## config.mk

```make
export PLATFORM = sky130hd
export DESIGN_NAME = ascii_number_parser_flat
export DESIGN_NICKNAME = d
export VERILOG_FILES = /design/src/anp_pkg.sv /design/src/anp_char_if.sv /design/src/anp_result_if.sv /design/src/anp_char_decode.sv /design/src/anp_parse_core.sv /design/src/ascii_number_parser.sv /design/src/flat_wrapper.sv
export SDC_FILE = /design/constraint.sdc
export NUM_CORES = 1
export LEC_CHECK = 0
export BUFFER_PORTS_ARGS = -buffer_cell sky130_fd_sc_hd__buf_4
export CORE_MARGIN = 3
export CORE_UTILIZATION = 50
export CTS_BUF_LIST = sky130_fd_sc_hd__clkbuf_4 sky130_fd_sc_hd__clkbuf_8 sky130_fd_sc_hd__clkbuf_16
export DETAILED_ROUTE_END_ITERATION = 6
export GPL_ROUTABILITY_DRIVEN = 0
export HOLD_SLACK_MARGIN = 0.08
export PLACE_DENSITY = 0.7
export SYNTH_ARGS = -nofsm -noshare
export SYNTH_HDL_FRONTEND = slang
export SYNTH_SLANG_ARGS = --single-unit
```

## constraint.sdc

```tcl
create_clock -name i_clk -period 7.5 [get_ports i_clk]
set_clock_uncertainty 0.2 [all_clocks]
set_input_delay 0.375 -clock i_clk [delete_from_list [all_inputs] [get_ports i_clk]]
set_output_delay 0.375 -clock i_clk [all_outputs]
set_load 0.05 [all_outputs]
```

## src/anp_pkg.sv

```systemverilog
`default_nettype none

package anp_pkg;

    localparam logic [31:0] DEC_LIMIT = 32'd429496729;
    localparam logic [31:0] HEX_LIMIT = 32'h0FFF_FFFF;
    localparam logic [31:0] DEC_BASE  = 32'd10;
    localparam logic [3:0]  DEC_LAST_SAFE_DIGIT = 4'd5;

    // ASCII codes
    localparam logic [7:0] CHAR_0     = 8'h30;
    localparam logic [7:0] CHAR_9     = 8'h39;
    localparam logic [7:0] CHAR_LO_A  = 8'h61;
    localparam logic [7:0] CHAR_LO_F  = 8'h66;
    localparam logic [7:0] CHAR_UP_A  = 8'h41;
    localparam logic [7:0] CHAR_UP_F  = 8'h46;
    localparam logic [7:0] CHAR_LO_X  = 8'h78;
    localparam logic [7:0] CHAR_UP_X  = 8'h58;
    localparam logic [7:0] LO_HEX_BIAS = 8'h57; // 'a' - 10
    localparam logic [7:0] UP_HEX_BIAS = 8'h37; // 'A' - 10

    // character position within a field, saturating
    localparam logic [1:0] POS_FIRST  = 2'd0;
    localparam logic [1:0] POS_SECOND = 2'd1;
    localparam logic [1:0] POS_LATER  = 2'd2;

    typedef struct packed {
        logic       is_dec;
        logic       is_hex;
        logic       is_zero;
        logic       is_x;
        logic [3:0] digit;
    } t_char_class;

    typedef struct packed {
        logic [31:0] value;
        logic        ok;
        logic        was_hex;
    } t_result;

endpackage

`default_nettype wire

```

## src/anp_char_if.sv

```systemverilog
`default_nettype none

interface anp_char_if;
    logic       valid;
    logic       ready;
    logic [7:0] char_code;
    logic       last_char;

    modport source (output valid, output char_code, output last_char, input ready);
    modport sink   (input valid, input char_code, input last_char, output ready);
endinterface

`default_nettype wire

```

## src/anp_result_if.sv

```systemverilog
`default_nettype none

interface anp_result_if;
    logic        valid;
    logic        ready;
    logic [31:0] value;
    logic        ok;
    logic        was_hex;

    modport source (output valid, output value, output ok, output was_hex, input ready);
    modport sink   (input valid, input value, input ok, input was_hex, output ready);
endinterface

`default_nettype wire

```

## src/anp_char_decode.sv

```systemverilog
`default_nettype none

module anp_char_decode
    import anp_pkg::*;
(
    input  wire logic [7:0] i_char,
    output t_char_class     o_class
);

    logic is_num;
    logic is_lo;
    logic is_up;
    logic [7:0] bias;
    logic [7:0] diff;

    always_comb begin
        is_num = (i_char >= CHAR_0) && (i_char <= CHAR_9);
        is_lo  = (i_char >= CHAR_LO_A) && (i_char <= CHAR_LO_F);
        is_up  = (i_char >= CHAR_UP_A) && (i_char <= CHAR_UP_F);
        if (is_lo) begin
            bias = LO_HEX_BIAS;
        end else if (is_up) begin
            bias = UP_HEX_BIAS;
        end else begin
            bias = CHAR_0;
        end
        diff = i_char - bias;

        o_class.is_dec  = is_num;
        o_class.is_hex  = is_num || is_lo || is_up;
        o_class.is_zero = (i_char == CHAR_0);
        o_class.is_x    = (i_char == CHAR_LO_X) || (i_char == CHAR_UP_X);
        o_class.digit   = diff[3:0];
    end

endmodule

`default_nettype wire

```

## src/anp_parse_core.sv

```systemverilog
`default_nettype none

module anp_parse_core
    import anp_pkg::*;
(
    input  wire logic  i_clk,
    input  wire logic  i_rst_n,
    input  wire logic  i_step,
    input  wire logic  i_last,
    input  wire t_char_class i_class,
    output t_result    o_result
);

    logic [31:0] r_acc,   n_acc;
    logic [1:0]  r_pos,   n_pos;
    logic        r_fwz,   n_fwz;
    logic        r_hex,   n_hex;
    logic        r_failed, n_failed;

    logic [31:0] digit_ext;
    logic [31:0] dec_acc;
    logic [31:0] hex_acc;
    logic        dec_bad;
    logic        hex_bad;

    always_comb begin
        digit_ext = {28'd0, i_class.digit};
        dec_acc   = r_acc * DEC_BASE + digit_ext;
        hex_acc   = {r_acc[27:0], 4'd0} + digit_ext;
        dec_bad   = !i_class.is_dec || (r_acc > DEC_LIMIT) ||
                    ((r_acc == DEC_LIMIT) && (i_class.digit > DEC_LAST_SAFE_DIGIT));
        hex_bad   = (r_acc > HEX_LIMIT) || !i_class.is_hex;

        n_acc    = r_acc;
        n_fwz    = r_fwz;
        n_hex    = r_hex;
        n_failed = r_failed;

        if (!r_failed) begin
            if (r_pos == POS_FIRST) begin
                n_fwz = i_class.is_zero;
                if (dec_bad) n_failed = 1'b1;
                else         n_acc    = dec_acc;
            end else if ((r_pos == POS_SECOND) && r_fwz && i_class.is_x) begin
                // bare "0x" is a bad decimal field
                if (i_last) begin
                    n_failed = 1'b1;
                end else begin
                    n_hex = 1'b1;
                    n_acc = '0;
                end
            end else if (r_hex) begin
                if (hex_bad) n_failed = 1'b1;
                else         n_acc    = hex_acc;
            end else begin
                if (dec_bad) n_failed = 1'b1;
                else         n_acc    = dec_acc;
            end
        end

        n_pos = (r_pos == POS_LATER) ? POS_LATER : r_pos + 2'd1;

        o_result.value   = n_failed ? '0 : n_acc;
        o_result.ok      = !n_failed;
        o_result.was_hex = n_hex;
    end

    always_ff @(posedge i_clk) begin
        if (!i_rst_n) begin
            r_acc    <= '0;
            r_pos    <= POS_FIRST;
            r_fwz    <= 1'b0;
            r_hex    <= 1'b0;
            r_failed <= 1'b0;
        end else if (i_step) begin
            if (i_last) begin
                r_acc    <= '0;
                r_pos    <= POS_FIRST;
                r_fwz    <= 1'b0;
                r_hex    <= 1'b0;
                r_failed <= 1'b0;
            end else begin
                r_acc    <= n_acc;
                r_pos    <= n_pos;
                r_fwz    <= n_fwz;
                r_hex    <= n_hex;
                r_failed <= n_failed;
            end
        end
    end

    a_field_restart: assert property (@(posedge i_clk) disable iff (!i_rst_n)
        (i_step && i_last) |=> (r_pos == POS_FIRST) && !r_failed && !r_hex && (r_acc == '0))
        else $error("field state not cleared after last character");

    a_hex_needs_prefix: assert property (@(posedge i_clk) disable iff (!i_rst_n)
        r_hex |-> r_fwz && (r_pos != POS_FIRST))
        else $error("hex mode without 0x prefix");

endmodule

`default_nettype wire

```

## src/ascii_number_parser.sv

```systemverilog
`default_nettype none

// ASCII number parser. Characters of one numeric field arrive one per request on
// i_char, the final one flagged by last_char. A field starting "0x"/"0X" with at
// least one more character is read as hex, anything else as decimal; a bad
// character or a value past 32 bits fails the field (ok = 0, value = 0), and
// the failure sticks until the last character. Exactly one result request is
// produced per field, on its last character; earlier characters produce none.
// Throughput is one character per clock unless a final character waits on a
// stalled result; the multiply-by-ten (or shift-by-four) add and its overflow
// compare in the parse core are combinational. An accepted character sits in an
// input register until it steps the core; a final one's result is then held in
// the result register on o_result. The result register takes the next result
// in the same cycle the current one is taken; while a result is stalled,
// non-final characters keep streaming in and only a final one waits.

module ascii_number_parser
    import anp_pkg::*;
(
    input  wire logic i_clk,
    input  wire logic i_rst_n,
    anp_char_if.sink    i_char,
    anp_result_if.source o_result
);

    // input register
    logic       r_in_valid;
    logic [7:0] r_in_char;
    logic       r_in_last;

    // result register
    logic       r_out_valid;
    t_result    r_out;

    t_char_class char_class;
    t_result     core_result;
    logic        out_free;
    logic        step;

    anp_char_decode u_decode (
        .i_char  (r_in_char),
        .o_class (char_class)
    );

    anp_parse_core u_core (
        .i_clk    (i_clk),
        .i_rst_n  (i_rst_n),
        .i_step   (step),
        .i_last   (r_in_last),
        .i_class  (char_class),
        .o_result (core_result)
    );

    // only a final character needs room in the result register
    assign out_free     = !r_out_valid || o_result.ready;
    assign step         = r_in_valid && (!r_in_last || out_free);
    assign i_char.ready = !r_in_valid || step;

    always_ff @(posedge i_clk) begin
        if (!i_rst_n) begin
            r_in_valid  <= 1'b0;
            r_out_valid <= 1'b0;
        end else begin
            if (i_char.ready) begin
                r_in_valid <= i_char.valid;
            end
            if (step && r_in_last) begin
                r_out_valid <= 1'b1;
            end else if (o_result.ready) begin
                r_out_valid <= 1'b0;
            end
        end
    end

    always_ff @(posedge i_clk) begin
        if (i_char.valid && i_char.ready) begin
            r_in_char <= i_char.char_code;
            r_in_last <= i_char.last_char;
        end
        if (step && r_in_last) begin
            r_out <= core_result;
        end
    end

    assign o_result.valid   = r_out_valid;
    assign o_result.value   = r_out.value;
    assign o_result.ok      = r_out.ok;
    assign o_result.was_hex = r_out.was_hex;

    a_final_needs_room: assert property (@(posedge i_clk) disable iff (!i_rst_n)
        (step && r_in_last) |-> out_free)
        else $error("final character stepped into a full result register");

    a_held_char_kept: assert property (@(posedge i_clk) disable iff (!i_rst_n)
        (r_in_valid && !step) |=> r_in_valid && $stable(r_in_char) && $stable(r_in_last))
        else $error("held character lost or overwritten");

    a_fail_zero: assert property (@(posedge i_clk) disable iff (!i_rst_n)
        (r_out_valid && !r_out.ok) |-> (r_out.value == '0))
        else $error("failed field with nonzero value");

endmodule

`default_nettype wire

```

## src/flat_wrapper.sv

```systemverilog
// flat-port wrapper written by rule: the top's interface ports become plain ports
module ascii_number_parser_flat import anp_pkg::*;
  (i_clk, i_rst_n, i_char_valid, i_char_char_code, i_char_last_char, i_char_ready, o_result_valid, o_result_value, o_result_ok, o_result_was_hex, o_result_ready);
  anp_char_if i_char_i ();
  anp_result_if o_result_i ();
  input  wire logic i_clk;
  input  wire logic i_rst_n;
  input wire logic [$bits(i_char_i.valid)-1:0] i_char_valid;
  input wire logic [$bits(i_char_i.char_code)-1:0] i_char_char_code;
  input wire logic [$bits(i_char_i.last_char)-1:0] i_char_last_char;
  output wire logic [$bits(i_char_i.ready)-1:0] i_char_ready;
  output wire logic [$bits(o_result_i.valid)-1:0] o_result_valid;
  output wire logic [$bits(o_result_i.value)-1:0] o_result_value;
  output wire logic [$bits(o_result_i.ok)-1:0] o_result_ok;
  output wire logic [$bits(o_result_i.was_hex)-1:0] o_result_was_hex;
  input wire logic [$bits(o_result_i.ready)-1:0] o_result_ready;
  assign i_char_i.valid = i_char_valid;
  assign i_char_i.char_code = i_char_char_code;
  assign i_char_i.last_char = i_char_last_char;
  assign i_char_ready = i_char_i.ready;
  assign o_result_valid = o_result_i.valid;
  assign o_result_value = o_result_i.value;
  assign o_result_ok = o_result_i.ok;
  assign o_result_was_hex = o_result_i.was_hex;
  assign o_result_i.ready = o_result_ready;
  ascii_number_parser u_core (.i_clk(i_clk), .i_rst_n(i_rst_n), .i_char(i_char_i), .o_result(o_result_i));
endmodule
```

; ---- After elaboration in Yosys (flattened, before gate mapping)
; Index checks and enable logic that the tools add are counted.
[totals]
reg_bits = 82
in_bits = 13
output_inout_bits = 36
elab_cells = 91
[op_classes]
add_sub_neg = 4
n_mul = 1
magnitude_cmp = 9
n_eq_ne = 7
muxes = 30
reduce_logical = 28
[ops]
columns = operator, count
row1 = 32-bit 2-to-1 mux, 8
row2 = 32-bit by 4-bit adder with 32-bit output, 2
row3 = 32-bit by 29-bit equality test with 1-bit output (second input constant), 1
row4 = 32-bit by 28-bit > comparator with 1-bit output (second input constant), 1
row5 = 32-bit by 29-bit > comparator with 1-bit output (second input constant), 1
row6 = 32-bit by 3-bit multiplier with 31-bit output (second input constant), 1
row7 = 1-bit 2-to-1 mux, 18
row8 = 8-bit by 7-bit equality test with 1-bit output (second input constant), 2
row9 = 8-bit by 7-bit >= comparator with 1-bit output (second input constant), 2
row10 = 8-bit by 7-bit <= comparator with 1-bit output (second input constant), 2
row11 = 1-bit logical AND, 9
row12 = 1-bit logical OR, 9
row13 = 8-bit by 6-bit equality test with 1-bit output (second input constant), 1
row14 = 8-bit by 6-bit >= comparator with 1-bit output (second input constant), 1
row15 = 8-bit by 6-bit <= comparator with 1-bit output (second input constant), 1
row16 = 1-bit zero test, 6
row17 = 3-bit 2-to-1 mux, 2
row18 = 4-bit by 3-bit > comparator with 1-bit output (second input constant), 1
row19 = 2-bit 2-to-1 mux, 2
row20 = 2-bit nonzero test, 2
row21 = 4-bit subtractor, 1
row22 = 3-bit AND reduction, 1
row23 = 2-bit by 1-bit adder with 2-bit output (second input constant), 1
row24 = 2-bit by 1-bit equality test with 1-bit output (second input constant), 1
row25 = other kinds (3), 3

; ---- Depth between registers and ports, before layout
[depth]
depth_word = 14
mapped_depth = 22
mapped_depth_nobuf = 20

; ---- Cells and area by module
; A second synthesis with hierarchy kept.
[hier_totals]
cells_unflattened = 947
hier_area_um2 = 7922.6
[by_module_without_submodules]
columns = module, n_inst, cells_per_inst, area_each_um2, seq_area_each_um2
row1 = anp_parse_core, 1, 865, 6306.0, 740.7
row2 = ascii_number_parser, 1, 55, 1408.9, 1331.3
row3 = anp_char_decode, 1, 27, 207.7, 0.0

; ---- Worst setup path before layout
; OpenSTA, ideal clock, no wires.
[synth_timing]
path_type = register -> register
startpoint = register u_core.r_in_char[2]
endpoint = register u_core.r_out, in the netlist u_core.o_result.value[28] (data pin)
setup_ns = 0.270
t_arrival_ns = 4.629
required_ns = 7.030
setup_slack_ns = 2.400
path_stages_with_launch = 22
n_path_buf = 2
period_less_slack_ns = 5.100
path_cell_list = edfxtp_1 -> or3_1 -> clkbuf_1 -> nand4b_1 -> inv_1 -> ha_1 -> fa_1 -> xor2_1 -> inv_1 -> ha_1 -> a21o_1 -> a21oi_1 -> nor3b_1 -> nor2b_1 -> nand4_1 -> or3_1 -> buf_2 -> or4b_4 -> nand2b_1 -> xor2_1 -> a21o_1 -> a21oi_1
[synth_via]
elab_chain_len = 13
elab_cells_between_ends = 39
cone_classes = add/sub: 3 / order compare: 7 / eq/ne: 2 / mux: 14 / reduce/logical: 13
[synth_rtl]
columns = item, line_no
row1 = start: declaration, ascii_number_parser.sv:28  ; logic [7:0] r_in_char;
row2 = start signal: assignment, ascii_number_parser.sv:77  ; r_in_char <= i_char.char_code;
row3 = branches (longest 13 deep; another with 32-bit by 4-bit adder with 32-bit output), n/a
row4 = end signal: assignment, ascii_number_parser.sv:81  ; r_out <= core_result;
row5 = end: declaration, ascii_number_parser.sv:33  ; t_result r_out;
; Parallel ways; which one is timed is not known.
; A chain may end at the register's enable or synchronous reset.

; ---- Worst setup path after layout
; Ends and elaborated chain as after synthesis.

==> results.toml <==
[drt]
ant_nets = 0
via_per_inst = 6.584
dr.pass1.iters = 7
drc = 0
via_count = 7598
wl_per_cell_um = 20.76
drt_wl_total_um = 23950
drt_iter0_markers = 995

[finish]
layout_commonest_cell = "nand2_1"
final_cell_mix = "nand2_1 (106), nor2_1 (97), a21oi_1 (84)"
diodes = 0
design_area_um2 = 8437
fin_nets = 1045
area_growth_syn_to_layout_pct = 11.92
layout-drive-gt1-share = 0.1052

[setup_path]
timing.rr.start = "u_core.r_in_char[2]"
path_class = "reg -> reg"
cp-endpoint = "u_core.o_result.value[28]"
r2r_cells = 19
endpoint_kind = "register"
crit_fanout = 6
r2r_end = "u_core.o_result.value[28]"
start_kind = "register"
required_ns = 7.38
crit_arrival_ns = 5.58
crit_start = "u_core.r_in_char[2]"
r2r_slack_ns = 1.80

[sta]
drv_slew = 0
hold_viol = 0
rsz0062_at_grt = "false"
finalSetupViolations = 0
fmax_mhz = 175.5
slew_headroom = 0.2354
min_period_ns = 5.699
setup_tns_ns = 0
period_share = 0.7599
worst_slew_pin_slew_ns = 1.118

[synth]
postSynth.asyncResetShare = 0
synth_top_area_cell = "edfxtp_1"
ys_seq_area_frac = 0.2749
syn_nets = 1021
synth_mux_area_frac = 0.009295
synth_area_um2 = 7538
synth_top_family_by_area = "compound AO/OA/AOI/OAI gates"
synth_xor_area_frac = 0.05178
netlist.area_leader.share = 0.1713
postSynthCellCount = 941
synth_adder_area_share = 0.1142
yosys-top-cells-area = "edfxtp_1 (17%), ha_1 (11%), dfxtp_1 (10%)"
syn_area_per_cell_um2 = 8.011
synth-edff-count = 43
synthFlopType = "edfxtp_1"
ys_warn_count = 0
yosys_register_bits = 82
synth-simple-area-share = 0.2420
synth_compound_area_frac = 0.2652
ys_types = 85

[cts]
cts_root_buffer = "clkbuf_16"
cts_tree = "yes"
cts_made_buffers = 9
clk_latency_ns = 0.35
clock_tree.htree_level_count = 3
path_clk_slew_ns = 0.06
cts_resized = 0
ctsLongestPathBuffers = 2
clock_sinks = 82

[power]
p_seq_frac = 0.431
powerDensity_nw_per_um2 = 134.7
vdd_drop_max_mv = 0.1196
p_leak_nw = 3.193
pwr-share-clk = 0.455
p_switching_mw = 0.2910
combPwrFrac = 0.115
p_int_mw = 0.8456
swShare = 0.2560

[floorplan]
core_area_um2 = 14640
initial_utilization = 0.5148
dieWidth_um = 128.8
rows = 44
fp.dieH_um = 128.8
die-area_um2 = 16590
io_pins = 49

[min_path]
hold_path_class = "in -> reg"

[global_route]
overflow = 0
grt_pass1_vias = 7083
grt_max_degree = 49
antenna_found_initial = 0
grt_pass1_wl_um = 37790
grt.total_usage = 0.2870

[placed_design]
post_dp_cell_area_um2 = 8005
io_buffers = 48
dp_hpwl_um = 16860

[run_status]
status = "finished, final reports clean"

[job]
maxCapViolCount = 0
-- sequential cells by signal, indices dropped and copies added (netlist names) --
register	count
u_core.u_core.r_acc	32
u_core.u_core.r_pos	2
u_core.r_in_valid	1
u_core.u_core.r_fwz	1
u_core.u_core.r_failed	1
u_core.r_in_last	1
u_core.u_core.r_hex	1
u_core.r_in_char	8
u_core.o_result.was_hex	1
u_core.o_result.value	32
u_core.o_result.valid	1
u_core.o_result.ok	1
-- per-layer routing --
layer / global-route usage / share of wire
met1: 0.3835 / 0.42
met2: 0.4500 / 0.45
met3: 0.06476 / 0.10
met4: 0.1161 / 0.035
met5: 0 / 0
-- worst max-delay path, stage by stage, from the launching register on --
cell and delay [ns]:
edfxtp_1 0.43, or3_1 0.45, nand4b_1 0.21, inv_1 0.11, ha_1 0.22, fa_1 0.38
xor2_1 0.28, inv_1 0.11, ha_1 0.29, a21o_1 0.11, a21oi_1 0.09, nor3b_1 0.29
nor2b_1 0.23, nand4_1 0.24, or3_1 0.53, or4b_4 0.60, nand2b_1 0.18, xor2_1 0.23
a21o_1 0.18, a21oi_1 0.07
-- cell type report --
class	count	area (µm²)
inverter	27	101.3
clock buffer	9	225.2
fill	1375	6207
sequential	82	2072
tap	184	230.2
timing repair buffer	68	533.0
clock inverter	7	116.4
multi-input combinational	777	5159
-- how the worst min path moves through the flow --
stage	cells past startpoint	startpoint	slack (ns)	end
2_1_floorplan	2	u_core.u_core.r_pos[1]	0.23	u_core.u_core.r_pos[1]
3_3_place_gp	2	u_core.u_core.r_pos[1]	0.24	u_core.u_core.r_pos[1]
3_5_place_dp	2	u_core.u_core.r_pos[1]	0.25	u_core.u_core.r_pos[1]
4_1_cts	3	i_char_valid	0.08	u_core.r_in_valid
5_1_grt	3	i_char_valid	0.1	u_core.r_in_valid
6_report	3	i_char_valid	0.09	u_core.r_in_valid
-- logic make-up after synthesis --
group	after synthesis
xor gates and xnor gates	43
muxes	7
adders and majority gates	67
AOI/OAI and AO/OA	289
and+or+nand+nor	371
DFF	82
buffers and inverters	82
-- power groups by stage --
stage	Sequential, mW	Combinational [mW]	Clock (mW)
finish	0.489	0.130	0.517
CTS	0.489	0.127	0.518
floorplan	0.512	0.0685	0
detailed placement	0.499	0.123	0
global placement	0.499	0.122	0
global route	0.490	0.139	0.536
-- synthesized netlist by cell type, types with 4 or more instances --
library cell and instances:
and2_1 19, o31ai_1 5, and3_1 9, dfxtp_1 39
nand3_1 42, or3_1 13, nor4_1 4, a21oi_1 84
o21a_1 10, a22oi_1 19, o21ai_2 4, a21o_1 11
a211o_1 6, edfxtp_1 43, a2111oi_0 6, clkbuf_1 41
o211ai_1 16, nand2_1 106, o21ai_0 35, mux2i_1 7
buf_2 8, nor2b_1 6, o21ai_1 10, nand2b_1 9
or4_1 5, xor2_1 21, inv_1 24, a2bb2oi_1 6
nor3b_1 5, o22ai_1 9, xnor2_1 21, a211oi_1 13
ha_1 64, nor2_1 97, a31oi_1 8, nand4_1 13
buf_1 5, o21bai_1 5, nor3_1 21
-- through the flow --
| stage | setup slack (ns) | util | instances | hold WS (ns) | total power, mW |
|---|---|---|---|---|---|
| 2_1_floorplan | 2.400 | - | 941 | 0.2319 | 0.5809 |
| 3_3_place_gp | 2.113 | 0.5467 | 1129 | 0.2414 | 0.6202 |
| 3_5_place_dp | 1.954 | 0.5467 | 1129 | 0.2463 | 0.6217 |
| 6_report | 1.801 | 0.5761 | 1154 | 0.08813 | 1.137 |
| 5_1_grt | 1.362 | 0.5761 | 1154 | 0.09623 | 1.165 |
| 4_1_cts | 1.900 | 0.5761 | 1154 | 0.08143 | 1.134 |
-- timing repair --
action,CTS,global route
hold endpoints to repair,9,0
buffers inserted,0,0
hold buffers,9,0
(Power assumes the default switching activity.)
